<file path="src/lge_ram.sv">
// Generic simple dual-port RAM: one write port, one read port, registered read.
// No dependencies.
`timescale 1ns / 1ps

module lge_ram #(
  parameter int unsigned WIDTH = 8,
  parameter int unsigned DEPTH = 16,
  localparam int unsigned AW = $clog2(DEPTH)
) (
  input  logic             clk_i,
  input  logic             we_i,
  input  logic [AW-1:0]    waddr_i,
  input  logic [WIDTH-1:0] wdata_i,
  input  logic             re_i,
  input  logic [AW-1:0]    raddr_i,
  output logic [WIDTH-1:0] rdata_o
);

  logic [WIDTH-1:0] mem [DEPTH];
  logic [WIDTH-1:0] rdata_q;

  always_ff @(posedge clk_i) begin
    if (we_i) begin
      mem[waddr_i] <= wdata_i;
    end
    if (re_i) begin
      rdata_q <= mem[raddr_i];
    end
  end

  assign rdata_o = rdata_q;

endmodule

</file>
<file path="config.mk">
export PLATFORM = sky130hd
export DESIGN_NAME = lge_ram
export DESIGN_NICKNAME = d
export VERILOG_FILES = /design/src/lge_ram.sv
export SDC_FILE = /design/constraint.sdc
export NUM_CORES = 1
export LEC_CHECK = 0
export BUFFER_PORTS_ARGS = -buffer_cell sky130_fd_sc_hd__buf_2
export CORE_MARGIN = 10
export CORE_UTILIZATION = 54
export DETAILED_ROUTE_END_ITERATION = 10
export GPL_TIMING_DRIVEN = 0
export PLACE_DENSITY = 0.75
export SLEW_MARGIN = 20
export SYNTH_ARGS = -nofsm -noshare
export SYNTH_HDL_FRONTEND = slang
export SYNTH_SLANG_ARGS = --single-unit
</file>
<file path="constraint.sdc">
create_clock -name clk_i -period 1.9 [get_ports clk_i]
set_clock_uncertainty 0.2 [all_clocks]
set_input_delay 0.38 -clock clk_i [delete_from_list [all_inputs] [get_ports clk_i]]
set_output_delay 0.38 -clock clk_i [all_outputs]
set_load 0.05 [all_outputs]
</file>
==> results.json, run 1 <==
{
  "ant_nets": 0,
  "cts_setup_buffers": 0,
  "nets": 293,
  "synth_cells": 229,
  "min_period_over_period_pct": 93.78,
  "gp_congestion": 0.7574,
  "dp.cells": 383,
  "worstSetupEndpointType": "register",
  "path_class": "input port to register",
  "syn_area_um2": 5228,
  "synth_area_leaders": "edfxtp_1 78%, mux4_2 7.8%, mux4_1 7.0%",
  "grt_pass1_wl_mm": 15.30,
  "synth_seq_area_share_pct": 78.12,
  "finalNonFillerCells": 416,
  "path_clk_slew_ns": 0.06,
  "wl_per_cell_um": 23.49,
  "dp_hpwl_mm": 6.170,
  "critPathMaxFanout": 8,
  "drc_errors": 0,
  "setup_violations": 0,
  "timing.slew.headroom_pct": 42.95,
  "insertedDiodeCount": 0,
  "hold_class": "input port to register",
  "cts_tree": "built",
  "final_common_cell": "edfxtp_1",
  "syn_area_per_cell_um2": 22.83,
  "tightest_slew_ns": 0.8526,
  "wirelength_mm": 9.771,
  "p_leak_nw": 2.028,
  "worstPathRequired_ns": 1.84,
  "post-route-min-period_ns": 1.782,
  "io_buffers": 25,
  "antenna_found_initial": 0,
  "fin_ws_ns": 0.1182,
  "r2r.worst_path.cells": 3,
  "r2r-end": "rdata_o[0]$_DFFE_PP_",
  "overflow": 0,
  "crit_path_end": "mem[3][2]$_DFFE_PP_",
  "ios": 27,
  "startpoint_type": "input port",
  "first_global_vias": 2564,
  "dieArea_um2": 14020,
  "route.vias.total": 2427,
  "fill_cells": 592,
  "max_freq_ghz": 0.5612,
  "rows": 35,
  "first_pass_iters": 4,
  "grt_use_total_pct": 14.93,
  "drv_slew": 0,
  "root_buffer": "clkbuf_8",
  "area_delta_synth_final_pct": 17.07,
  "synth_warnings": 0,
  "layout-drive-gt1-share_pct": 29.97,
  "numCtsBuffers": 17,
  "ys_types": 18,
  "start_util_pct": 56.04,
  "post-place-ws_ns": -0.3671,
  "finalHoldViolCount": 0,
  "synth_top_area_share_pct": 78.12,
  "die_h_um": 118.4,
  "clock_path_buffers": 2,
  "status": "finished, final reports clean",
  "cts_sinks": 136,
  "core_area_um2": 9328,
  "r2r_setup_slack_ns": 0.14,
  "startpoint": "waddr_i[2]",
  "finalPower_mw": 6.906,
  "cp.arrival_ns": 1.72,
  "via_per_inst": 5.834,
  "drt-initial-drc-count": 287,
  "htreeDepth": 4,
  "layout_common_cells": "136 x edfxtp_1, 28 x buf_2, 18 x mux4_2, 16 x a22oi_1, 16 x clkbuf_16",
  "grt_setup_unrepaired": "false",
  "maxCapViolations": 0,
  "insertion_delay_ns": 0.52,
  "fp.dieW_um": 118.4,
  "r2r_start": "mem[1][0]$_DFFE_PP_",
  "synth_nets": 248,
  "grt_start_max_net_pins": 17,
  "p_per_area_nw_per_um2": 1129,
  "synth_seq_cells": 136,
  "max-vdd-ir-drop_mv": 0.6373,
  "synth_largest_area_cell": "edfxtp_1",
  "whs_ns": 0.05315
}
[per-stage QoR]
stage | area (µm²) | utilization (%) | setup TNS (ns)
floorplan | 5233 | - | 0
global placement | 5519 | 59.17 | -24.05
detailed placement | 5534 | 59.33 | -16.64
CTS | 6120 | 65.61 | 0
global route | 6120 | 65.61 | 0
finish | 6120 | 65.61 | 0
[critical path, cell delays in order]
cell and delay [ns]:
buf_2 0.12, or3b_2 0.54, nor2_1 0.68
[area by class of cell]
class / count / area [µm²] / area share [%]
clock buffer: 18 / 417.9 / 6.829
buffer: 10 / 86.33 / 1.411
multi-input combinational: 83 / 1077 / 17.60
timing repair buffer: 26 / 135.1 / 2.208
tap: 129 / 161.4 / 2.638
sequential: 136 / 4084 / 66.73
clock inverter: 14 / 157.7 / 2.576
[metal layers]
layer,routed length [µm],track usage [%]
met1,3841,19.57
met2,4845,21.94
met3,903,5.474
met4,180,6.641
met5,0,0
[flip-flops by register name, indices dropped and copies added (netlist names)]
register / cells
rdata_o: 8
mem: 128
[where the power goes]
group	total (mW)	internal, mW	switching [mW]	leakage, nW
Combinational	0.365	0.132	0.233	0.527
Clock	3.14	1.98	1.17	0.265
Sequential	3.40	3.38	0.0148	1.24
Total	6.91	5.49	1.42	2.03
[cells by family (layout without fill, tap and decap cells)]
| logic type | Yosys count | in the layout | synth area share (%) |
|---|---|---|---|
| buffers and inverters | 10 | 68 | 1.651 |
| AOI/OAI and AO/OA | 16 | 16 | 2.298 |
| muxes | 32 | 32 | 14.79 |
| and+or+nand+nor | 35 | 35 | 3.136 |
| DFF | 136 | 136 | 78.12 |
[worst min path at each step]
stage                from                   end  slack (ns)  depth (start not counted)
6_report       wdata_i[5]  mem[15][5]$_DFFE_PP_        0.05                          1
5_1_grt        wdata_i[5]  mem[15][5]$_DFFE_PP_        0.04                          1
4_1_cts        wdata_i[5]   mem[7][5]$_DFFE_PP_        0.04                          1
3_5_place_dp         re_i  rdata_o[2]$_DFFE_PP_        0.52                          1
3_3_place_gp         re_i  rdata_o[1]$_DFFE_PP_        0.52                          1
2_1_floorplan  wdata_i[0]   mem[0][0]$_DFFE_PP_        0.28                          0
[cell usage after synthesis]
library cell	number
edfxtp_1	136
mux4_2	18
a22oi_1	16
mux4_1	14
nor2_1	13
nand2_1	9
nor3_1	4
buf_2	3
buf_6	3
clkdlybuf4s25_2	3
nand2b_1	2
nand3b_1	2
and2_1	1
and2b_1	1
buf_4	1
nand3_1	1
nor2b_1	1
or3b_2	1
[repair_timing]
action	4_1_cts	5_1_grt
hold buffers	1	0
gates resized for setup	0	0
setup endpoints to repair	0	0
hold endpoints to repair	8	0
Note: power is estimated with default switching activity, not from simulation.
==> run 2: changes to the inputs <==
--- a/config.mk
+++ b/config.mk
@@ -6,12 +6,12 @@
 export NUM_CORES = 1
 export LEC_CHECK = 0
 export BUFFER_PORTS_ARGS = -buffer_cell sky130_fd_sc_hd__buf_2
+export CORE_ASPECT_RATIO = 1.1
 export CORE_MARGIN = 10
 export CORE_UTILIZATION = 54
 export DETAILED_ROUTE_END_ITERATION = 10
 export GPL_TIMING_DRIVEN = 0
 export PLACE_DENSITY = 0.75
-export SLEW_MARGIN = 20
 export SYNTH_ARGS = -nofsm -noshare
 export SYNTH_HDL_FRONTEND = slang
 export SYNTH_SLANG_ARGS = --single-unit
==> run 2 against run 1 <==
Final cell count shrank 2.9%. Cell area down 1.1%. Count of clock-buffer cells in the layout grew 1. Global-route usage up 0.087 points. Die area is essentially flat. Total power is 2.9% lower. Largest power group unchanged. Routed wire length up 0.88%. Core utilization decreased by 1.2 points. Maximum frequency up 0.26%. Largest cell class unchanged.
==> results.json, run 2 (same netlist as run 1, synthesis figures left out) <==
{
  "die_h_um": 123.2,
  "multi_input_area_um2": 1067,
  "drt-initial-drc-count": 197,
  "layout-drive-gt1-share_pct": 28.92,
  "grt_setup_unrepaired": "false",
  "fp.dieW_um": 113.8,
  "root_buffer": "clkbuf_8",
  "area_delta_synth_final_pct": 15.77,
  "hold_class": "input port to register",
  "via_per_inst": 6.168,
  "start_util_pct": 55.63,
  "startpoint_type": "input port",
  "maxCapViolations": 0,
  "min_from": "wdata_i[6]",
  "hold_depth": 1,
  "fin_ws_ns": 0.1227,
  "r2r_start": "mem[5][0]$_DFFE_PP_",
  "nets": 293,
  "wl_per_cell_um": 24.40,
  "p_leak_nw": 2.031,
  "post-place-ws_ns": -0.3824,
  "first_global_vias": 2506,
  "finalHoldViolCount": 0,
  "numCtsBuffers": 17,
  "grt_pass1_wl_mm": 14.97,
  "dieArea_um2": 14020,
  "layout_common_cells": "136 x edfxtp_1, 28 x buf_2, 18 x mux4_2, 16 x a22oi_1, 16 x clkbuf_16",
  "gp_congestion": 0.7260,
  "setup_violations": 0,
  "grt_use_total_pct": 15.01,
  "post-route-min-period_ns": 1.777,
  "rows": 37,
  "cts_sinks": 136,
  "p_switching_mw": 1.364,
  "startpoint": "waddr_i[2]",
  "route.vias.total": 2492,
  "max_freq_ghz": 0.5627,
  "p_int_mw": 5.342,
  "overflow": 0,
  "dp_hpwl_mm": 6.081,
  "drc_errors": 0,
  "path_clk_slew_ns": 0.06,
  "insertedDiodeCount": 0,
  "drv_slew": 0,
  "p_sw_share_pct": 20.34,
  "status": "finished, final reports clean",
  "seq_power_share_pct": 50.7,
  "p_per_area_nw_per_um2": 1108,
  "worstSetupEndpointType": "register",
  "fill_cells": 609,
  "timing.slew.headroom_pct": 19.82,
  "worstPathRequired_ns": 1.85,
  "seq_area_um2": 4084,
  "tightest_slew_ns": 1.194,
  "largest_register_ffs": 128,
  "final_common_cell": "edfxtp_1",
  "path_class": "input port to register",
  "tns_ns": 0,
  "power_frac_clock_pct": 43.9,
  "htreeDepth": 4,
  "finalPower_mw": 6.706,
  "ant_nets": 0,
  "antenna_found_initial": 0,
  "insertion_delay_ns": 0.52,
  "first_pass_iters": 5,
  "clock_path_buffers": 2,
  "core_area_um2": 9398,
  "critPathMaxFanout": 8,
  "comb_power_share_pct": 5.5,
  "largest_register": "mem",
  "grt_start_max_net_pins": 17,
  "r2r.worst_path.cells": 3,
  "max-vdd-ir-drop_mv": 0.6471,
  "io_buffers": 25,
  "cp.arrival_ns": 1.72,
  "cts_tree": "built",
  "wirelength_mm": 9.857,
  "ios": 27,
  "min_period_over_period_pct": 93.54
}
==> run 2: cell count changes in the layout (fill, tap and decap cells not counted), sizes merged <==
cell,previous run,this run
clkinv,6,11
clkinvlp,5,0
bufinv,3,2
clkbuf,18,19
==> run 2: worst paths after layout <==
kind	endpoint	slack, ns
max	mem[2][0]$_DFFE_PP_	0.12
min	mem[14][6]$_DFFE_PP_	0.06
max reg2reg	rdata_o[0]$_DFFE_PP_	0.13
min reg2reg	rdata_o[4]$_DFFE_PP_	0.55
==> run 2: critical path, cell delays in order <==
cell and delay [ns]:
buf_2 0.11, or3b_2 0.54, nor2_1 0.69
==> run 2: final cells by class <==
| type | count | area share [%] |
|---|---|---|
| multi-input cells | 83 | 17.63 |
| flip-flops and latches | 136 | 67.48 |
| well taps | 117 | 2.419 |
| clock inverters | 13 | 1.840 |
| plain buffers | 10 | 1.427 |
| repair buffers | 26 | 2.233 |
| clock buffers | 19 | 6.967 |
==> run 2: timing repair <==
action                     in CTS  in global routing
setup buffers                   0                  0
hold buffers                    1                  0
setup endpoints to repair       0                  8
hold endpoints to repair        8                  0
resized for setup               0                  1
==> run 2: stage by stage <==
step	cell area, µm²	instances	hold slack (ns)	util [%]
after global placement	5504	371	0.5271	58.57
after CTS	6047	404	0.03886	64.35
after detailed placement	5504	371	0.5406	58.57
after floorplan	5233	229	0.2789	-
final	6052	404	0.05737	64.40
after global routing	6052	404	0.05626	64.40
==> run 2: per-layer routing <==
layer / up-vias / global-route usage (%) / part of all wire, %
met5: - / 0 / 0
met3: 18 / 4.651 / 7.9
met2: 138 / 23.46 / 50
met4: 0 / 7.053 / 1.8
li1: 1068 / - / -
met1: 1268 / 18.96 / 40
==> run 2: power by group through the flow <==
stage / clock network, mW / logic [mW] / registers [mW]
after floorplan: 0 / 0.171 / 3.51
after global placement: 0 / 0.354 / 3.45
after detailed placement: 0 / 0.364 / 3.46
after CTS: 2.96 / 0.369 / 3.40
after global routing: 3.11 / 0.393 / 3.40
final: 2.94 / 0.366 / 3.40
