$ cat src/lge_pkg.sv
// Shared definitions for the life generation engine: field widths, item
// kind codes and the B3/S23 cell rule.
// No dependencies.
`timescale 1ns / 1ps

package lge_pkg;

  // Item field widths
  localparam int unsigned KIND_W   = 2;
  localparam int unsigned ROW_W    = 6;
  localparam int unsigned COL_W    = 6;
  localparam int unsigned POP_W    = 13;
  localparam int unsigned IN_DW    = 16;  // row, col, value, zero fill
  localparam int unsigned OUT_DW   = 16;  // cell_res, population, zero fill
  localparam int unsigned IN_PAD_W = IN_DW - ROW_W - COL_W - 1;
  localparam int unsigned OUT_PAD_W = OUT_DW - 1 - POP_W;

  typedef enum logic [KIND_W-1:0] {
    KIND_WRITE = 2'd0,
    KIND_READ  = 2'd1,
    KIND_STEP  = 2'd2
  } kind_e;

  // B3/S23: survive on 2 or 3 neighbors, birth on exactly 3
  function automatic logic life_rule(input logic alive, input logic [7:0] nbrs);
    logic [3:0] n;
    n = 4'd0;
    for (int i = 0; i < 8; i++) begin
      n = n + 4'(nbrs[i]);
    end
    return alive ? ((n == 4'd2) || (n == 4'd3)) : (n == 4'd3);
  endfunction

endpackage

$ cat src/lge_row_eval.sv
// Next-generation evaluation of one grid row from the rows above and below.
// Depends on lge_pkg (cell rule). Cells beyond the row ends count as dead.
`timescale 1ns / 1ps

module lge_row_eval #(
  parameter int unsigned COLS = 64
) (
  input  logic [COLS-1:0] above_i,
  input  logic [COLS-1:0] center_i,
  input  logic [COLS-1:0] below_i,
  output logic [COLS-1:0] next_o
);

  logic [COLS+1:0] a_ext;
  logic [COLS+1:0] c_ext;
  logic [COLS+1:0] b_ext;

  // dead border column on each side
  assign a_ext = {1'b0, above_i, 1'b0};
  assign c_ext = {1'b0, center_i, 1'b0};
  assign b_ext = {1'b0, below_i, 1'b0};

  for (genvar c = 0; c < COLS; c++) begin : g_cell
    assign next_o[c] = lge_pkg::life_rule(c_ext[c+1],
        {a_ext[c], a_ext[c+1], a_ext[c+2], c_ext[c], c_ext[c+2],
         b_ext[c], b_ext[c+1], b_ext[c+2]});
  end

endmodule

$ cat config.mk
export PLATFORM = sky130hd
export DESIGN_NAME = lge_row_eval
export DESIGN_NICKNAME = d
export VERILOG_FILES = /design/src/lge_pkg.sv /design/src/lge_row_eval.sv
export SDC_FILE = /design/constraint.sdc
export NUM_CORES = 1
export LEC_CHECK = 0
export BUFFER_PORTS_ARGS = -buffer_cell sky130_fd_sc_hd__buf_2
export CORE_ASPECT_RATIO = 0.6
export CORE_UTILIZATION = 45
export DETAILED_ROUTE_END_ITERATION = 6
export PLACE_DENSITY = 0.72
export SYNTH_ARGS = -nofsm -noshare
export SYNTH_HDL_FRONTEND = slang
export SYNTH_SLANG_ARGS = --single-unit
$ cat constraint.sdc
create_clock -name vclk -period 3.09
set_input_delay 0.309 -clock vclk [all_inputs]
set_output_delay 0.309 -clock vclk [all_outputs]
set_load 0.02 [all_outputs]
==> results of run 1 <==
-- worst max path at each step --
stage	startpoint	end
finish	above_i[35]	next_o[36]
global route	above_i[35]	next_o[36]
CTS	above_i[13]	next_o[13]
detailed placement	above_i[37]	next_o[38]
global placement	above_i[26]	next_o[27]
floorplan	above_i[1]	next_o[2]
-- cells in the final DEF, fill, tap and decap left out, types with 33 or more instances in the layout --
| cell | n |
|---|---|
| ha_1 | 127 |
| ha_4 | 34 |
| a21oi_2 | 34 |
| buf_8 | 33 |
| inv_1 | 305 |
| buf_4 | 168 |
| inv_4 | 35 |
| fa_2 | 63 |
| fa_1 | 189 |
| buf_2 | 113 |
| nand3_1 | 61 |
| o21ai_2 | 47 |
| buf_6 | 93 |
| inv_2 | 96 |
| a21oi_1 | 61 |
-- where the power goes --
group / total [mW] / switching (mW) / internal [mW]
Combinational: 6.53 / 3.38 / 3.15
Clock: 0.000000173 / 0 / 0.000000173
Sequential: 0 / 0 / 0
Total: 6.53 / 3.38 / 3.15
-- per-stage QoR --
step / hold slack [ns] / instance area (um2) / setup TNS (ns)
global placement: 1.02 / 14100 / -17.99
global route: 1.01 / 15900 / -18.13
floorplan: 0.792 / 11400 / -3.18
finish: 0.991 / 15900 / -13.16
CTS: 0.974 / 15300 / -14.27
detailed placement: 1.01 / 14100 / -20.26
-- critical path: stages --
cell and delay, ns:
buf_2 0.10, inv_2 0.06, fa_1 0.56, fa_1 0.43, fa_1 0.50, inv_1 0.04, ha_2 0.18, fa_2 0.51
o21ai_1 0.07, a21oi_2 0.16, buf_6 0.14
-- cell families after synthesis --
group,after synthesis
simple gates,131
compound gates,184
buf+inv,443
fa+ha+maj,440
-- routing by layer --
metal	track usage [%]	vias up	wire length [um]
li1	-	4436	-
met1	31.7	4346	12700
met2	38.7	182	13600
met3	3.25	34	1210
met4	2.51	4	307
met5	0	-	16
-- what timing repair did --
action | CTS | global route
gates resized for setup | 422 | 157
buffers inserted | 3 | 7
pin swaps | 115 | 48
setup endpoints to repair | 62 | 62
-- layout make-up --
| class | count | share of cell area, % |
|---|---|---|
| antenna | 4 | 0.0628 |
| inverter | 443 | 11.2 |
| multi-input combinational | 755 | 65.2 |
| tap | 315 | 2.47 |
| timing repair buffer | 407 | 21.1 |
==> flow_summary_export.csv, run 1 <==
group,metric,value,unit
sta,worst-slew-pin-transition,0.242,ns
power,power.density,409,nW/um2
routing,drc,0,
floorplanning,start_util,46.1,%
outcome,outcome,"finished, violations left",
final_layout,seqCellArea,0,um2
floorplanning,die_w,201,um
worst_setup_path,critPathKind,"primary input to primary output",
place,port-buffer-count,256,
outcome,violations,"setup timing",
floorplanning,num_rows,43,
global_route,grt_usage,22.7,%
final_layout,nFlopsAndLatches,0,
final_layout,final_util,68.6,%
sta,rsz0062_at_grt,"true",
yosys,synth_warnings,0,
place,gp_congestion,0.885,
power,finalPower,6.53,mW
min_path,min_to,"next_o[55]",
min_path,hold_path.startpoint,"center_i[55]",
place,dp_hpwl,23.9,mm
worst_setup_path,end_kind,"primary output",
sta,timing.fmax,296,MHz
floorplanning,dieHeight,122,um
final_layout,drive_gt1_share,50.3,%
yosys,synth_area_leaders,"fa_1 (47%), ha_1 (22%), inv_1 (16%), a21oi_1 (5.7%), nand3_1 (2.8%)",
clock_network,cts_hold_repair.buffers,0,
min_path,min_path_cells,4,
routing,drt-total-wl,27.8,mm
routing,antenna_left,0,
final_layout,final_cells,1924,
worst_setup_path,cp_max_fo,2,
yosys,synth_top_area_share,47.1,%
floorplanning,die_area,24400,um2
routing,vias_per_cell,4.68,
place,pre_cts_ws,-0.438,ns
yosys,syn-mean-instance-area,8.94,um2
power,power.leakage,8.08,nW
sta,min_period_over_period,109,%
floorplanning,ioPinCount,256,
yosys,syn_inst,1198,
final_layout,nFillCells,1698,
yosys,synthAdderAreaFrac,69.0,%
floorplanning,core,23200,um2
sta,max-slew-margin-rel,83.8,%
worst_setup_path,crit_path_start_kind,"primary input",
final_layout,nNetsFinal,2239,
global_route,first_global_vias,9999,
worst_setup_path,required,2.78,ns
global_route,grt_max_degree,4,
sta,slew_violations,0,
yosys,ys_seq_area_share,0,%
sta,hold_viol_final,0,
yosys,yosys-top-cells-count,"inv_1 (443), fa_1 (252), ha_1 (188)",
final_layout,clkbuf_count,0,
yosys,synth_compound_area_share,8.61,%
yosys,yosysUniqueCellTypes,14,
job,max_cap_violations,0,
global_route,grt_pass1_wl,45.9,mm
yosys,synth_top_family_by_area,"adder cells",
power,vdd.ir_drop.worst,299,uV
global_route,antenna_found_initial,4,
sta,min_period,3.37,ns
yosys,yosysMostFrequentCell,"inv_1",
place,dp_cells,1910,
min_path,min_path_type,"primary input to primary output",
yosys,yosys.area_share.simple,6.83,%
sta,setup_slack,-0.283,ns
final_layout,area_delta_synth_final,48.9,%
yosys,syn-cell-area,10700,um2
yosys,synth.area.mux_share,0,%
sta,finalSetupViolations,61,
yosys,syn_nets,1830,
routing,post_drt_wl_per_cell,14.5,um
routing,drt_pass1_iterations,4,
yosys,synth-xor-area-share,0,%
global_route,gr-total-overflow,0,
final_layout,multi_input_area,10400,um2
routing,via_count,9002,
yosys,synth_largest_area_cell,"fa_1",
routing,drt_iter0_markers,243,
worst_setup_path,worstPathArrival,3.06,ns
Note: power is estimated with default switching activity, not from simulation.
==> run 2, diff against run 1 <==
--- a/config.mk
+++ b/config.mk
@@ -5,11 +5,12 @@
 export SDC_FILE = /design/constraint.sdc
 export NUM_CORES = 1
 export LEC_CHECK = 0
+export ABC_AREA = 1
 export BUFFER_PORTS_ARGS = -buffer_cell sky130_fd_sc_hd__buf_2
 export CORE_ASPECT_RATIO = 0.6
 export CORE_UTILIZATION = 45
 export DETAILED_ROUTE_END_ITERATION = 6
-export PLACE_DENSITY = 0.72
+export PLACE_DENSITY = 0.71
 export SYNTH_ARGS = -nofsm -noshare
 export SYNTH_HDL_FRONTEND = slang
 export SYNTH_SLANG_ARGS = --single-unit
==> run 2 against run 1 <==
  * The run still ends with setup timing left
  * First-iteration DRC count increased by 41%
  * Critical path depth unchanged
  * Flip-flop and latch count unchanged
  * Global-route usage increased by 0.41 points
  * Critical endpoint is now next_o[22]
  * Utilization decreased by 1.2 points
  * Area after synthesis increased by 6.4%
  * Sequential share of layout area unchanged
  * Fmax decreased by 0.72%
  * Clock-buffer cell count unchanged
  * Critical path type unchanged
  * Die area increased by 6.4%
  * Setup slack got worse by 0.025 ns
  * Non-clock buffer count decreased by 26
==> flow_summary_export.csv, run 2 <==
group,metric,value,unit
job,max_cap_violations,0,
routing,antenna_left,0,
outcome,violations,"setup timing",
power,p_int,3.21,mW
global_route,gr-total-overflow,0,
yosys,syn-mean-instance-area,7.89,um2
min_path,min_path_cells,4,
outcome,outcome,"finished, violations left",
sta,whs,1.02,ns
sta,finalSetupViolations,62,
power,p_comb_share,100.0,%
yosys,syn_inst,1445,
sta,rsz0062_at_grt,"true",
floorplanning,start_util,46.6,%
final_layout,nNetsFinal,2460,
clock_network,cts_hold_repair.buffers,0,
worst_setup_path,required,2.78,ns
global_route,use_met3,1.36,%
worst_setup_path,end_kind,"primary output",
place,dp_hpwl,26.2,mm
routing,via_count,9775,
final_layout,seqCellArea,0,um2
sta,timing.fmax,294,MHz
min_path,min_to,"next_o[0]",
place,port-buffer-count,256,
power,power.density,422,nW/um2
yosys,syn-cell-area,11400,um2
yosys,synth_largest_area_cell,"fa_1",
floorplanning,ioPinCount,256,
yosys,yosys-top-cells-count,"inv_1 (627), fa_1 (252), ha_1 (188)",
final_layout,final_cell_mix,"inv_1 (508), fa_1 (240), nand2_1 (185), ha_1 (130), buf_2 (127)",
routing,drt_iter0_markers,343,
floorplanning,die_w,208,um
sta,max-slew-margin-rel,82.4,%
power,seqPwrFrac,0,%
power,vdd.ir_drop.worst,278,uV
final_layout,drive_gt1_share,37.9,%
sta,min_period_over_period,110,%
global_route,first_global_vias,10600,
routing,drc,0,
sta,slew_violations,0,
routing,drt_pass1_iterations,4,
routing,drt-total-wl,28.8,mm
global_route,grt_usage,23.1,%
sta,setup_slack,-0.308,ns
global_route,met2_usage,39.4,%
yosys,synth_area_leaders,"fa_1 (44%), inv_1 (21%), ha_1 (21%), nand2_1 (6.1%), nand3_1 (5.4%)",
power,power_switching,3.76,mW
worst_setup_path,crit_path_start_kind,"primary input",
global_route,grt_pass1_wl,49.8,mm
global_route,met1_usage,33.3,%
worst_setup_path,worstPathArrival,3.09,ns
min_path,hold_path.startpoint,"center_i[0]",
final_layout,layout_commonest_cell,"inv_1",
sta,finalSetupTns,-13.53,ns
yosys,ys_seq_area_share,0,%
routing,post_drt_wl_per_cell,13.4,um
worst_setup_path,critPathKind,"primary input to primary output",
yosys,synth_warnings,0,
yosys,yosysMostFrequentCell,"inv_1",
power,power.leakage,9.05,nW
floorplanning,die_area,26000,um2
final_layout,final_cells,2152,
final_layout,clkbuf_count,0,
sta,worst-slew-pin-transition,0.264,ns
place,dp_cells,2140,
sta,hold_viol_final,0,
power,p_clk_share,0,%
routing,vias_per_cell,4.54,
worst_setup_path,cp_max_fo,2,
sta,min_period,3.40,ns
floorplanning,num_rows,44,
power,sw_frac_of_total,54.0,%
floorplanning,core,24500,um2
floorplanning,dieHeight,125,um
final_layout,nFlopsAndLatches,0,
global_route,busiest_layer,"met2",
global_route,grt_max_degree,4,
min_path,min_path_type,"primary input to primary output",
final_layout,area_delta_synth_final,44.8,%
yosys,syn_nets,2077,
global_route,antenna_found_initial,5,
place,gp_congestion,0.884,
yosys,synth_top_area_share,44.2,%
yosys,yosysUniqueCellTypes,9,
[run 2: how the worst max path moves through the flow]
| stage | startpoint | end | slack [ns] |
|---|---|---|---|
| 2_1_floorplan | above_i[1] | next_o[2] | -0.04 |
| 3_5_place_dp | above_i[59] | next_o[60] | -0.39 |
| 3_3_place_gp | above_i[58] | next_o[59] | -0.36 |
| 4_1_cts | center_i[59] | next_o[60] | -0.31 |
| 5_1_grt | above_i[4] | next_o[4] | -0.39 |
| 6_report | above_i[22] | next_o[22] | -0.31 |
[run 2: routing by layer]
metal | wire length (um) | vias up
li1 | - | 4878
met1 | 13700 | 4669
met2 | 13700 | 192
met3 | 911 | 34
met4 | 499 | 2
met5 | 13 | -
[run 2: final cells by class]
type | instances | area (um2)
repair buffers | 381 | 3120
well taps | 322 | 403
diodes | 4 | 10.0
inverters | 627 | 2500
fillers | 1887 | 7980
multi-input cells | 818 | 10500
[run 2: stage by stage]
step	setup slack (ns)	instance area (um2)	total power [mW]	util (%)
after CTS	-0.311	16000	6.77	65.3
after detailed placement	-0.391	15000	6.05	61.1
final	-0.308	16500	6.97	67.4
after global placement	-0.362	15000	5.76	61.1
after floorplan	-0.0364	12400	4.54	-
after global routing	-0.387	16500	7.82	67.4
[run 2: cells by family after synthesis]
group / share of synthesized area (%)
and+or+nand+nor: 11.7
buffers and inverters: 20.6
AOI/OAI and AO/OA: 2.81
adders and majority gates: 64.9
[run 2: power groups by stage]
stage	Sequential, mW	Combinational [mW]	Clock (mW)
floorplan	0	4.54	0
global placement	0	5.76	0
detailed placement	0	6.05	0
CTS	0	6.77	0
global route	0	7.82	0.0000000868
finish	0	6.97	0.000000173
[run 2: worst max-delay path: stages]
cell,delay [ns]
buf_8,0.09
inv_6,0.04
fa_1,0.50
fa_1,0.53
fa_1,0.56
inv_2,0.05
ha_4,0.16
fa_2,0.53
nand3_2,0.08
a21oi_4,0.12
buf_6,0.13
[run 2: what timing repair did]
item / in CTS / in global routing
gates cloned: 0 / 0
buffers inserted: 3 / 5
gates resized for setup: 354 / 135
setup endpoints to repair: 62 / 62
pin swaps: 102 / 87
